<file path="config.mk">
export PLATFORM = sky130hd
export DESIGN_NAME = max_heap_priority_queue_core_flat
export DESIGN_NICKNAME = d
export VERILOG_FILES = /design/src/rtl/core/mpq_pkg.sv /design/src/rtl/core/mpq_in_if.sv /design/src/rtl/core/mpq_out_if.sv /design/src/rtl/core/mpq_store.sv /design/src/rtl/core/mpq_ctrl.sv /design/src/rtl/core/max_heap_priority_queue_core.sv /design/src/flat_wrapper.sv
export SDC_FILE = /design/constraint.sdc
export NUM_CORES = 2
export LEC_CHECK = 0
export BUFFER_PORTS_ARGS = -buffer_cell sky130_fd_sc_hd__buf_4
export CELL_PAD_IN_SITES_DETAIL_PLACEMENT = 1
export CELL_PAD_IN_SITES_GLOBAL_PLACEMENT = 2
export CORE_MARGIN = 8
export CORE_UTILIZATION = 50
export CTS_CLUSTER_DIAMETER = 200
export DETAILED_ROUTE_END_ITERATION = 6
export PLACE_DENSITY = 0.76
export SETUP_SLACK_MARGIN = 0.05
export SLEW_MARGIN = 25
export SYNTH_ARGS = -nofsm -noshare
export SYNTH_HDL_FRONTEND = slang
export SYNTH_HIERARCHICAL = 1
export SYNTH_SLANG_ARGS = --single-unit
</file>
<file path="constraint.sdc">
create_clock -name i_clk -period 7.9 [get_ports i_clk]
set_clock_uncertainty 0.1 [all_clocks]
set_input_delay 1.975 -clock i_clk [delete_from_list [all_inputs] [get_ports i_clk]]
set_output_delay 1.975 -clock i_clk [all_outputs]
set_load 0.02 [all_outputs]
</file>
<file path="src/rtl/core/mpq_pkg.sv">
package mpq_pkg;

    localparam int DEF_CAPACITY = 64;
    localparam int DATA_W       = 32;
    localparam int COUNT_W      = 7;

    typedef enum logic {
        KIND_INSERT = 1'b0,
        KIND_REMOVE = 1'b1
    } t_kind;

    typedef enum logic [1:0] {
        ST_OK    = 2'd0,
        ST_FULL  = 2'd1,
        ST_EMPTY = 2'd2
    } t_status;

    // One result word as it leaves the sift controller.
    typedef struct packed {
        t_status                  status;
        logic signed [DATA_W-1:0] removed_value;
        logic signed [DATA_W-1:0] top_value;
        logic [COUNT_W-1:0]       count;
    } t_result;

endpackage

</file>
<file path="src/rtl/core/mpq_in_if.sv">
interface mpq_in_if;
    logic                                 valid;
    logic                                 ready;
    logic                                 kind;
    logic signed [mpq_pkg::DATA_W-1:0]    value;

    modport source (output valid, output kind, output value, input ready);
    modport sink   (input valid, input kind, input value, output ready);
endinterface

</file>
<file path="src/rtl/core/mpq_out_if.sv">
interface mpq_out_if;
    logic                                 valid;
    logic                                 ready;
    logic [1:0]                           status;
    logic signed [mpq_pkg::DATA_W-1:0]    removed_value;
    logic signed [mpq_pkg::DATA_W-1:0]    top_value;
    logic [mpq_pkg::COUNT_W-1:0]          count;

    modport source (output valid, output status, output removed_value, output top_value,
                    output count, input ready);
    modport sink   (input valid, input status, input removed_value, input top_value,
                    input count, output ready);
endinterface

</file>
<file path="src/rtl/core/mpq_store.sv">
module mpq_store #(
    parameter int DEPTH  = mpq_pkg::DEF_CAPACITY,
    parameter int ADDR_W = $clog2(DEPTH)
) (
    input  logic                              i_clk,
    input  logic                              i_we,
    input  logic [ADDR_W-1:0]                 i_waddr,
    input  logic signed [mpq_pkg::DATA_W-1:0] i_wdata,
    input  logic [ADDR_W-1:0]                 i_raddr0,
    input  logic [ADDR_W-1:0]                 i_raddr1,
    output logic signed [mpq_pkg::DATA_W-1:0] o_rdata0,
    output logic signed [mpq_pkg::DATA_W-1:0] o_rdata1
);

    // One write port and two registered read ports.
    logic signed [mpq_pkg::DATA_W-1:0] r_mem [DEPTH];
    logic signed [mpq_pkg::DATA_W-1:0] r_rdata0;
    logic signed [mpq_pkg::DATA_W-1:0] r_rdata1;

    always_ff @(posedge i_clk) begin
        if (i_we) begin
            r_mem[i_waddr] <= i_wdata;
        end
        r_rdata0 <= r_mem[i_raddr0];
        r_rdata1 <= r_mem[i_raddr1];
    end

    assign o_rdata0 = r_rdata0;
    assign o_rdata1 = r_rdata1;

endmodule

</file>
<file path="src/rtl/core/mpq_ctrl.sv">
module mpq_ctrl #(
    parameter int CAPACITY = mpq_pkg::DEF_CAPACITY,
    localparam int ADDR_W  = $clog2(CAPACITY)
) (
    input  logic                              i_clk,
    input  logic                              i_rst_n,
    input  logic                              i_in_valid,
    output logic                              o_in_ready,
    input  mpq_pkg::t_kind                    i_kind,
    input  logic signed [mpq_pkg::DATA_W-1:0] i_value,
    output logic                              o_res_valid,
    input  logic                              i_res_ready,
    output mpq_pkg::t_result                  o_result,
    output logic                              o_we,
    output logic [ADDR_W-1:0]                 o_waddr,
    output logic signed [mpq_pkg::DATA_W-1:0] o_wdata,
    output logic [ADDR_W-1:0]                 o_raddr0,
    output logic [ADDR_W-1:0]                 o_raddr1,
    input  logic signed [mpq_pkg::DATA_W-1:0] i_rdata0,
    input  logic signed [mpq_pkg::DATA_W-1:0] i_rdata1
);

    localparam int CNT_W = $clog2(CAPACITY + 1);
    localparam int IDX_W = $clog2(2 * CAPACITY + 2);
    localparam int EXT_W = (CNT_W > mpq_pkg::COUNT_W) ? CNT_W : mpq_pkg::COUNT_W;

    typedef enum logic [2:0] {
        S_IDLE,
        S_UP,
        S_LOAD,
        S_DOWN,
        S_DONE
    } t_state;

    t_state                            r_state, n_state;
    logic [CNT_W-1:0]                  r_count, n_count;
    logic signed [mpq_pkg::DATA_W-1:0] r_top, n_top;
    logic signed [mpq_pkg::DATA_W-1:0] r_val, n_val;
    logic [IDX_W-1:0]                  r_idx, n_idx;
    mpq_pkg::t_status                  r_status, n_status;
    logic signed [mpq_pkg::DATA_W-1:0] r_removed, n_removed;

    logic [IDX_W-1:0]                  left_idx;
    logic [IDX_W-1:0]                  right_idx;
    logic [IDX_W-1:0]                  parent_idx;
    logic [IDX_W-1:0]                  cnt_idx;
    logic [IDX_W-1:0]                  big_idx;
    logic signed [mpq_pkg::DATA_W-1:0] big_val;
    logic                              left_ok;
    logic                              take_right;
    logic [IDX_W-1:0]                  w_idx;
    logic [EXT_W-1:0]                  cnt_ext;

    // Slot numbers are one-based; the store is addressed from zero.
    function automatic logic [ADDR_W-1:0] to_addr(input logic [IDX_W-1:0] idx);
        logic [IDX_W-1:0] d;
        d = idx - IDX_W'(1);
        return d[ADDR_W-1:0];
    endfunction

    assign left_idx   = {r_idx[IDX_W-2:0], 1'b0};
    assign right_idx  = {r_idx[IDX_W-2:0], 1'b1};
    assign parent_idx = r_idx >> 1;
    assign cnt_idx    = IDX_W'(r_count);
    assign left_ok    = (left_idx <= cnt_idx);
    // The left child wins a tie; the right child counts only if it is held.
    assign take_right = (right_idx <= cnt_idx) && (i_rdata1 > i_rdata0);
    assign big_idx    = take_right ? right_idx : left_idx;
    assign big_val    = take_right ? i_rdata1 : i_rdata0;

    always_comb begin
        n_state   = r_state;
        n_count   = r_count;
        n_top     = r_top;
        n_val     = r_val;
        n_idx     = r_idx;
        n_status  = r_status;
        n_removed = r_removed;
        o_we      = 1'b0;
        w_idx     = r_idx;
        o_wdata   = r_val;
        o_raddr0  = '0;
        o_raddr1  = '0;
        case (r_state)
            S_IDLE: begin
                if (i_in_valid) begin
                    n_status  = mpq_pkg::ST_OK;
                    n_removed = '0;
                    n_state   = S_DONE;
                    if (i_kind == mpq_pkg::KIND_INSERT) begin
                        if (r_count == CNT_W'(CAPACITY)) begin
                            n_status = mpq_pkg::ST_FULL;
                        end else begin
                            n_count = r_count + CNT_W'(1);
                            n_val   = i_value;
                            n_idx   = cnt_idx + IDX_W'(1);
                            if (r_count == '0) begin
                                o_we    = 1'b1;
                                w_idx   = IDX_W'(1);
                                o_wdata = i_value;
                                n_top   = i_value;
                            end else begin
                                o_raddr0 = to_addr(n_idx >> 1);
                                n_state  = S_UP;
                            end
                        end
                    end else begin
                        if (r_count == '0) begin
                            n_status = mpq_pkg::ST_EMPTY;
                        end else begin
                            n_removed = r_top;
                            n_count   = r_count - CNT_W'(1);
                            if (r_count != CNT_W'(1)) begin
                                o_raddr0 = to_addr(cnt_idx);
                                n_idx    = IDX_W'(1);
                                n_state  = S_LOAD;
                            end
                        end
                    end
                end
            end
            S_UP: begin
                if (r_idx == IDX_W'(1)) begin
                    o_we    = 1'b1;
                    o_wdata = r_val;
                    n_top   = r_val;
                    n_state = S_DONE;
                end else if (i_rdata0 < r_val) begin
                    // Parent moves down into the hole; keep climbing.
                    o_we     = 1'b1;
                    o_wdata  = i_rdata0;
                    n_idx    = parent_idx;
                    o_raddr0 = to_addr(parent_idx >> 1);
                end else begin
                    o_we    = 1'b1;
                    o_wdata = r_val;
                    n_state = S_DONE;
                end
            end
            S_LOAD: begin
                // The last entry arrives; fetch both children of the root.
                n_val    = i_rdata0;
                o_raddr0 = to_addr(left_idx);
                o_raddr1 = to_addr(right_idx);
                n_state  = S_DOWN;
            end
            S_DOWN: begin
                if (left_ok && (r_val < big_val)) begin
                    o_we     = 1'b1;
                    o_wdata  = big_val;
                    n_idx    = big_idx;
                    o_raddr0 = to_addr({big_idx[IDX_W-2:0], 1'b0});
                    o_raddr1 = to_addr({big_idx[IDX_W-2:0], 1'b1});
                    if (r_idx == IDX_W'(1)) begin
                        n_top = big_val;
                    end
                end else begin
                    o_we    = 1'b1;
                    o_wdata = r_val;
                    n_state = S_DONE;
                    if (r_idx == IDX_W'(1)) begin
                        n_top = r_val;
                    end
                end
            end
            S_DONE: begin
                if (i_res_ready) begin
                    n_state = S_IDLE;
                end
            end
            default: begin
                n_state = S_IDLE;
            end
        endcase
    end

    assign o_waddr = to_addr(w_idx);

    always_ff @(posedge i_clk) begin
        if (!i_rst_n) begin
            r_state <= S_IDLE;
            r_count <= '0;
        end else begin
            r_state <= n_state;
            r_count <= n_count;
        end
        r_top     <= n_top;
        r_val     <= n_val;
        r_idx     <= n_idx;
        r_status  <= n_status;
        r_removed <= n_removed;
    end

    assign cnt_ext                = EXT_W'(r_count);
    assign o_in_ready             = (r_state == S_IDLE);
    assign o_res_valid            = (r_state == S_DONE);
    assign o_result.status        = r_status;
    assign o_result.removed_value = r_removed;
    assign o_result.top_value     = (r_count != '0) ? r_top : '0;
    assign o_result.count         = cnt_ext[mpq_pkg::COUNT_W-1:0];

    a_count_bound: assert property (@(posedge i_clk) disable iff (!i_rst_n)
        r_count <= CNT_W'(CAPACITY))
        else $error("entry count above capacity");

    a_write_in_range: assert property (@(posedge i_clk) disable iff (!i_rst_n)
        o_we |-> (w_idx != '0) && (w_idx <= IDX_W'(n_count)))
        else $error("store write outside the held entries");

    a_count_step: assert property (@(posedge i_clk) disable iff (!i_rst_n)
        (r_state != S_IDLE) |=> (r_count == $past(r_count)))
        else $error("entry count changed during a sift");

    a_empty_remove: assert property (@(posedge i_clk) disable iff (!i_rst_n)
        (r_state == S_IDLE) && i_in_valid && (i_kind == mpq_pkg::KIND_REMOVE)
        && (r_count == '0)
        |=> (r_state == S_DONE) && (r_status == mpq_pkg::ST_EMPTY) && (r_count == '0))
        else $error("remove from an empty heap not refused");

endmodule

</file>
<file path="src/rtl/core/max_heap_priority_queue_core.sv">
// Binary max-heap priority queue of signed 32-bit values.
// Requests arrive on i_req: kind 0 inserts value, kind 1 removes the maximum.
// Every accepted request yields exactly one response word on o_rsp carrying
// the status (ok, full, empty), the removed maximum (zero unless a remove
// succeeded), the new maximum (zero when empty) and the new entry count.
// The heap lives in a one-write, two-read synchronous store; the sift walks
// one tree level per cycle, reading the parent or both children while it
// writes the entry it moved. Refused requests and the removal of the only
// entry need no sift and go straight to the response.
// One request is in work at a time: i_req.ready is high whenever the sift
// controller is idle, including while a finished response waits in the
// output register for o_rsp.ready. If the receiver stalls, that register
// holds the response and the controller parks the following one until the
// register frees. Reset empties the queue at once; the store contents need
// no clearing because only values in slots up to the count are ever used.
module max_heap_priority_queue_core #(
    parameter int CAPACITY = mpq_pkg::DEF_CAPACITY
) (
    input  logic      i_clk,
    input  logic      i_rst_n,
    mpq_in_if.sink    i_req,
    mpq_out_if.source o_rsp
);

    localparam int ADDR_W = $clog2(CAPACITY);

    logic                              res_valid;
    logic                              res_ready;
    mpq_pkg::t_result                  res;
    logic                              we;
    logic [ADDR_W-1:0]                 waddr;
    logic signed [mpq_pkg::DATA_W-1:0] wdata;
    logic [ADDR_W-1:0]                 raddr0;
    logic [ADDR_W-1:0]                 raddr1;
    logic signed [mpq_pkg::DATA_W-1:0] rdata0;
    logic signed [mpq_pkg::DATA_W-1:0] rdata1;

    logic                              r_out_valid;
    mpq_pkg::t_result                  r_out;

    // Sift controller: owns the entry count and the cached root value.
    mpq_ctrl #(
        .CAPACITY (CAPACITY)
    ) u_ctrl (
        .i_clk       (i_clk),
        .i_rst_n     (i_rst_n),
        .i_in_valid  (i_req.valid),
        .o_in_ready  (i_req.ready),
        .i_kind      (mpq_pkg::t_kind'(i_req.kind)),
        .i_value     (i_req.value),
        .o_res_valid (res_valid),
        .i_res_ready (res_ready),
        .o_result    (res),
        .o_we        (we),
        .o_waddr     (waddr),
        .o_wdata     (wdata),
        .o_raddr0    (raddr0),
        .o_raddr1    (raddr1),
        .i_rdata0    (rdata0),
        .i_rdata1    (rdata1)
    );

    // Heap array, slot n at address n-1.
    mpq_store #(
        .DEPTH  (CAPACITY),
        .ADDR_W (ADDR_W)
    ) u_store (
        .i_clk    (i_clk),
        .i_we     (we),
        .i_waddr  (waddr),
        .i_wdata  (wdata),
        .i_raddr0 (raddr0),
        .i_raddr1 (raddr1),
        .o_rdata0 (rdata0),
        .o_rdata1 (rdata1)
    );

    // Output register: it takes a new response whenever it is empty or
    // its current word is being taken in the same cycle.
    assign res_ready = !r_out_valid || o_rsp.ready;

    always_ff @(posedge i_clk) begin
        if (!i_rst_n) begin
            r_out_valid <= 1'b0;
        end else if (res_valid && res_ready) begin
            r_out_valid <= 1'b1;
        end else if (o_rsp.ready) begin
            r_out_valid <= 1'b0;
        end
        if (res_valid && res_ready) begin
            r_out <= res;
        end
    end

    assign o_rsp.valid         = r_out_valid;
    assign o_rsp.status        = r_out.status;
    assign o_rsp.removed_value = r_out.removed_value;
    assign o_rsp.top_value     = r_out.top_value;
    assign o_rsp.count         = r_out.count;

endmodule

</file>
<file path="src/flat_wrapper.sv">
// flat-port wrapper written by rule: the top's interface ports become plain ports
module max_heap_priority_queue_core_flat 
#(
    parameter int CAPACITY = mpq_pkg::DEF_CAPACITY
)
  (i_clk, i_rst_n, i_req_valid, i_req_kind, i_req_value, i_req_ready, o_rsp_valid, o_rsp_status, o_rsp_removed_value, o_rsp_top_value, o_rsp_count, o_rsp_ready);
  mpq_in_if i_req_i ();
  mpq_out_if o_rsp_i ();
  input  logic i_clk;
  input  logic i_rst_n;
  input wire logic [$bits(i_req_i.valid)-1:0] i_req_valid;
  input wire logic [$bits(i_req_i.kind)-1:0] i_req_kind;
  input wire logic [$bits(i_req_i.value)-1:0] i_req_value;
  output wire logic [$bits(i_req_i.ready)-1:0] i_req_ready;
  output wire logic [$bits(o_rsp_i.valid)-1:0] o_rsp_valid;
  output wire logic [$bits(o_rsp_i.status)-1:0] o_rsp_status;
  output wire logic [$bits(o_rsp_i.removed_value)-1:0] o_rsp_removed_value;
  output wire logic [$bits(o_rsp_i.top_value)-1:0] o_rsp_top_value;
  output wire logic [$bits(o_rsp_i.count)-1:0] o_rsp_count;
  input wire logic [$bits(o_rsp_i.ready)-1:0] o_rsp_ready;
  assign i_req_i.valid = i_req_valid;
  assign i_req_i.kind = i_req_kind;
  assign i_req_i.value = i_req_value;
  assign i_req_ready = i_req_i.ready;
  assign o_rsp_valid = o_rsp_i.valid;
  assign o_rsp_status = o_rsp_i.status;
  assign o_rsp_removed_value = o_rsp_i.removed_value;
  assign o_rsp_top_value = o_rsp_i.top_value;
  assign o_rsp_count = o_rsp_i.count;
  assign o_rsp_i.ready = o_rsp_ready;
  max_heap_priority_queue_core #(.CAPACITY(CAPACITY)) u_core (.i_clk(i_clk), .i_rst_n(i_rst_n), .i_req(i_req_i), .o_rsp(o_rsp_i));
endmodule
</file>
==> impl_summary.txt <==
----------------------------------------------------
[Floorplanning]
  Die Width ... 484 um
  Floorplan die height ... 484 um
  Placeable core region ... about 220,000 sq um
  DIE AREA ... 234,000 sq um
  Number of top-level pins ... around 110
  Effective utilization at floorplan ... 0.501
  Cell Rows ... 172

[Power and ir drop]
  Worst vdd ir ... around 0.41 mV
  Power density relative to cell area ... 467 nW/um^2
  Total leakage power ... 0.0416 uW
  Final Total Pwr ... between 50,000 and 60,000 uW

[Route]
  Detailed-routed wire length on met2 ... 174 mm
  1st-iter DRT viols ... ~9.5k
  Routed wire length ... 371 mm
  DR vias ... 67.5k
  Top Metal Used ... met5
  Met3 Routed Length ... 39.6 mm
  DRC violation count after routing ... 0
  Final antenna-violating net count ... 0
  Met1 wire length ... 143 mm
  Routed via count divided by cell count ... 7.00
  Number of detailed-routing iterations run before antenna repair ... 6
  Average wire per standard cell ... 38.5 um

[Yosys]
  Asr flop ratio synth ... 0
  Number of distinct library cells after synthesis ... 81
  Post-synthesis instance area ... ~110,000 sq um
  Mean cell area of the mapped netlist ... 18.5 sq um
  Fraction of the yosys area taken by sequential cells ... 0.624
  Flip-flop cell with the highest count after synthesis ... sky130_fd_sc_hd__edfxtp_1
  Flop and latch count out of synthesis ... 2,302
  EDFF count, synth ... 2,227
  Warnings from Yosys ... 6
  Post-Synthesis Net Count ... 6,084
  Number of instances in the synthesized netlist ... 5,936

[Clocking]
  Hold-fix buffers, CTS ... 0
  Total CTS buffers ... approximately 240
  Clock sink count ... 2,302
  Maximum number of buffers from clock root to sink ... 3
  Root Buffer ... sky130_fd_sc_hd__clkbuf_16
  H-tree lvl count ... 4
  Clock-pin slew reported for the worst setup and hold paths after clock tree synthesis ... 0.06 ns
  Source-to-sink clock delay at the later pin of the worst-skew pair ... 0.90 ns
  CTS tree ... done

[Cells and area]
  Final #Nets ... 6,707
  Fraction of final layout cells sized beyond drive strength 1 ... 0.383
  Final design instance area without fill ... 128,000 sq um
  Finished Layout Cells ... 9,648
  Area growth syn-to-layout ... 17.1%
  Fill cells ... 18.8k

[Place]
  Routability Congestion ... 0.876
  Placed Area ... 120,000 sq um
  Hpwl dp ... 239 mm
  Placed Cells incl. Taps ... 9,145
  PortBufs ... between 100 and 150

[Worst setup path]
  Type of destination of the critical path ... register
  Slowest stage cell on the critical path ... sky130_fd_sc_hd__dfxtp_1
  Largest driver fanout on the critical path ... 12
  Largest stage delay on the critical path ... just under 0.8 ns
  CP most frequent cell ... sky130_fd_sc_hd__buf_4
  Required time of the worst setup path ... roughly 8.6 ns
  WS Path Type ... register to register
  CP Data Arrival Time ... 8.47 ns
  Number of cells on the worst reg-to-reg path ... 31
  Kind of launch point of the worst setup path ... register

[Timing]
  Worst slew margin ... -0.591
  Final-layout worst hold slack ... about 0.3 ns
  Tightest Pin Transition ... 2.39 ns
  Fmax ... between 100 and 150 MHz
  Shortest clock period the worst path allows after layout ... just under 8 ns
  Number of endpoints with negative hold slack in the final report ... 0
  Setup total negative slack ... 0 ns
  Number of slew-limit violations in the final report ... 190
  Finish-stage setup viols ... 0
  Post-route fraction of the period consumed by the critical path ... 0.985
  RSZ-0062 raised after global routing ... true

[Global routing]
  First-pass GRT wire length ... 522 mm
  Maximum number of pins on one net before global-route repair ... 504
  Via count of the first global-routing pass ... 68.8k
  Number of antenna violations at the first check in global routing ... 11
  Overall global routing resource usage ... 0.309
  Gr ovfl total ... 0

[Outcome]
  Run status ... complete, but fails checks
  Violations in the final reports ... slew limit

[Job]
  Max-capacitance violation count ... 0

[Hold path]
  Cell depth of the worst hold path ... 0
  Class of the tightest hold or removal check ... register to register

----------------------------------------------------
[layout make-up]
| class | count | area (sq um) | area share |
|---|---|---|---|
| diodes | 10 | 25.0 | 0.000195 |
| clock buffers | 315 | 6500 | 0.0507 |
| clock inverters | 131 | 1270 | 0.00987 |
| inverters | 116 | 435 | 0.00340 |
| multi-input cells | 3072 | 39500 | 0.308 |
| flip-flops and latches | 2302 | 68400 | 0.534 |
| well taps | 2871 | 3590 | 0.0280 |
| repair buffers | 831 | 8450 | 0.0659 |
[timing repair]
item / 4_1_cts / 5_1_grt
gates cloned: 2 / 8
gates resized for setup: 50 / 41
setup buffers: 6 / 32
setup endpoints to repair: 63 / 58
pin swaps: 6 / 9
endpoints found under the hold margin: 0 / 0
[layout by cell type (no fill, tap or decap), types with 95 or more instances in the layout]
cell type,n
sky130_fd_sc_hd__inv_1,114
sky130_fd_sc_hd__ha_1,111
sky130_fd_sc_hd__edfxtp_1,2227
sky130_fd_sc_hd__nor2_1,119
sky130_fd_sc_hd__a22oi_1,95
sky130_fd_sc_hd__nand2_1,294
sky130_fd_sc_hd__clkbuf_16,247
sky130_fd_sc_hd__mux4_2,1124
sky130_fd_sc_hd__mux2i_1,216
sky130_fd_sc_hd__buf_12,152
sky130_fd_sc_hd__a21oi_1,166
sky130_fd_sc_hd__buf_4,659
[per-layer routing]
| metal | track usage | vias to the layer above |
|---|---|---|
| met5 | 0 | - |
| met4 | 0.105 | 4 |
| met3 | 0.0746 | 728 |
| met2 | 0.488 | 4054 |
| met1 | 0.427 | 36331 |
| li1 | - | 26386 |
[report_power, final]
group	switching, uW	total (uW)	internal (uW)
clock network	4860	11200	6370
registers	827	19700	18900
logic	17400	28900	11500
total	23100	59800	36800
[per-stage QoR]
stage | utilization | worst slack (ns)
after floorplan | - | 0.749
after global placement | 0.546 | -0.971
after detailed placement | 0.547 | -0.960
after CTS | 0.583 | 0.0426
after global routing | 0.586 | 0.0101
final | 0.587 | 0.118
[critical path, delay by kind of cell (launching register included)]
kind	cells	cell delay, ns
muxes	2	0.82
adders and majority gates	2	0.66
DFF	1	0.78
buffers and inverters	8	1.46
AOI/OAI and AO/OA	13	2.92
and+or+nand+nor	6	0.88
[synthesized netlist by cell type (all sizes together) (22+ instances only)]
cell type | number | area [sq um]
mux2 | 62 | 800
o221ai | 23 | 201
a31oi | 70 | 438
inv | 115 | 432
a21o | 46 | 345
nor2 | 186 | 698
nand3 | 33 | 165
a22oi | 96 | 721
mux2i | 217 | 2170
and3 | 43 | 269
o22a | 32 | 280
o21ai | 136 | 681
nand2 | 296 | 1120
buf | 257 | 1520
xnor2 | 23 | 201
o22ai | 99 | 619
nor2b | 25 | 156
ha | 111 | 1390
dfxtp | 75 | 1500
and2 | 45 | 284
mux4 | 1124 | 25300
o211ai | 28 | 224
clkbuf | 190 | 713
nor3 | 22 | 115
edfxtp | 2227 | 66900
a21oi | 187 | 936
[flip-flops by register name, indices dropped and copies added, names as in the netlist]
| register | count |
|---|---|
| u_core/u_ctrl/r_top | 32 |
| u_core/o_rsp.status | 2 |
| u_core/u_ctrl/r_state | 3 |
| u_core/o_rsp.top_value | 32 |
| u_core/u_ctrl/cnt_ext | 7 |
| u_core/u_ctrl/r_idx | 8 |
| u_core/u_store/o_rdata1 | 32 |
| u_core/o_rsp.valid | 1 |
| u_core/u_ctrl/r_status | 2 |
| u_core/u_store/r_mem | 2048 |
| u_core/u_ctrl/r_removed | 32 |
| u_core/u_store/o_rdata0 | 32 |
| u_core/u_ctrl/r_val | 32 |
| u_core/o_rsp.count | 7 |
| u_core/o_rsp.removed_value | 32 |
[final timing paths]
kind	from	to	slack (ns)
max	u_core/u_store/o_rdata1[18]	u_core/u_store/o_rdata1[0]	0.12
min	u_core/u_ctrl/r_removed[18]	u_core/o_rsp.removed_value[18]	0.31
max reg2reg	u_core/u_store/o_rdata1[18]	u_core/u_store/o_rdata1[0]	0.12
min reg2reg	u_core/u_ctrl/r_removed[18]	u_core/o_rsp.removed_value[18]	0.31
[cells by family (layout without fill, tap and decap cells)]
kind of cell	after synthesis	count (layout)	share of synthesized area
AO/OA/AOI/OAI	808	808	0.0480
XOR/XNOR	27	27	0.00216
adder cells (fa/ha/maj)	111	111	0.0127
buffers and inverters	563	1393	0.0243
flip-flops	2302	2302	0.624
multiplexers	1403	1403	0.258
other	1	11	0.0000342
AND/OR/NAND/NOR	721	722	0.0302
Power figures use the tool's default switching activity.
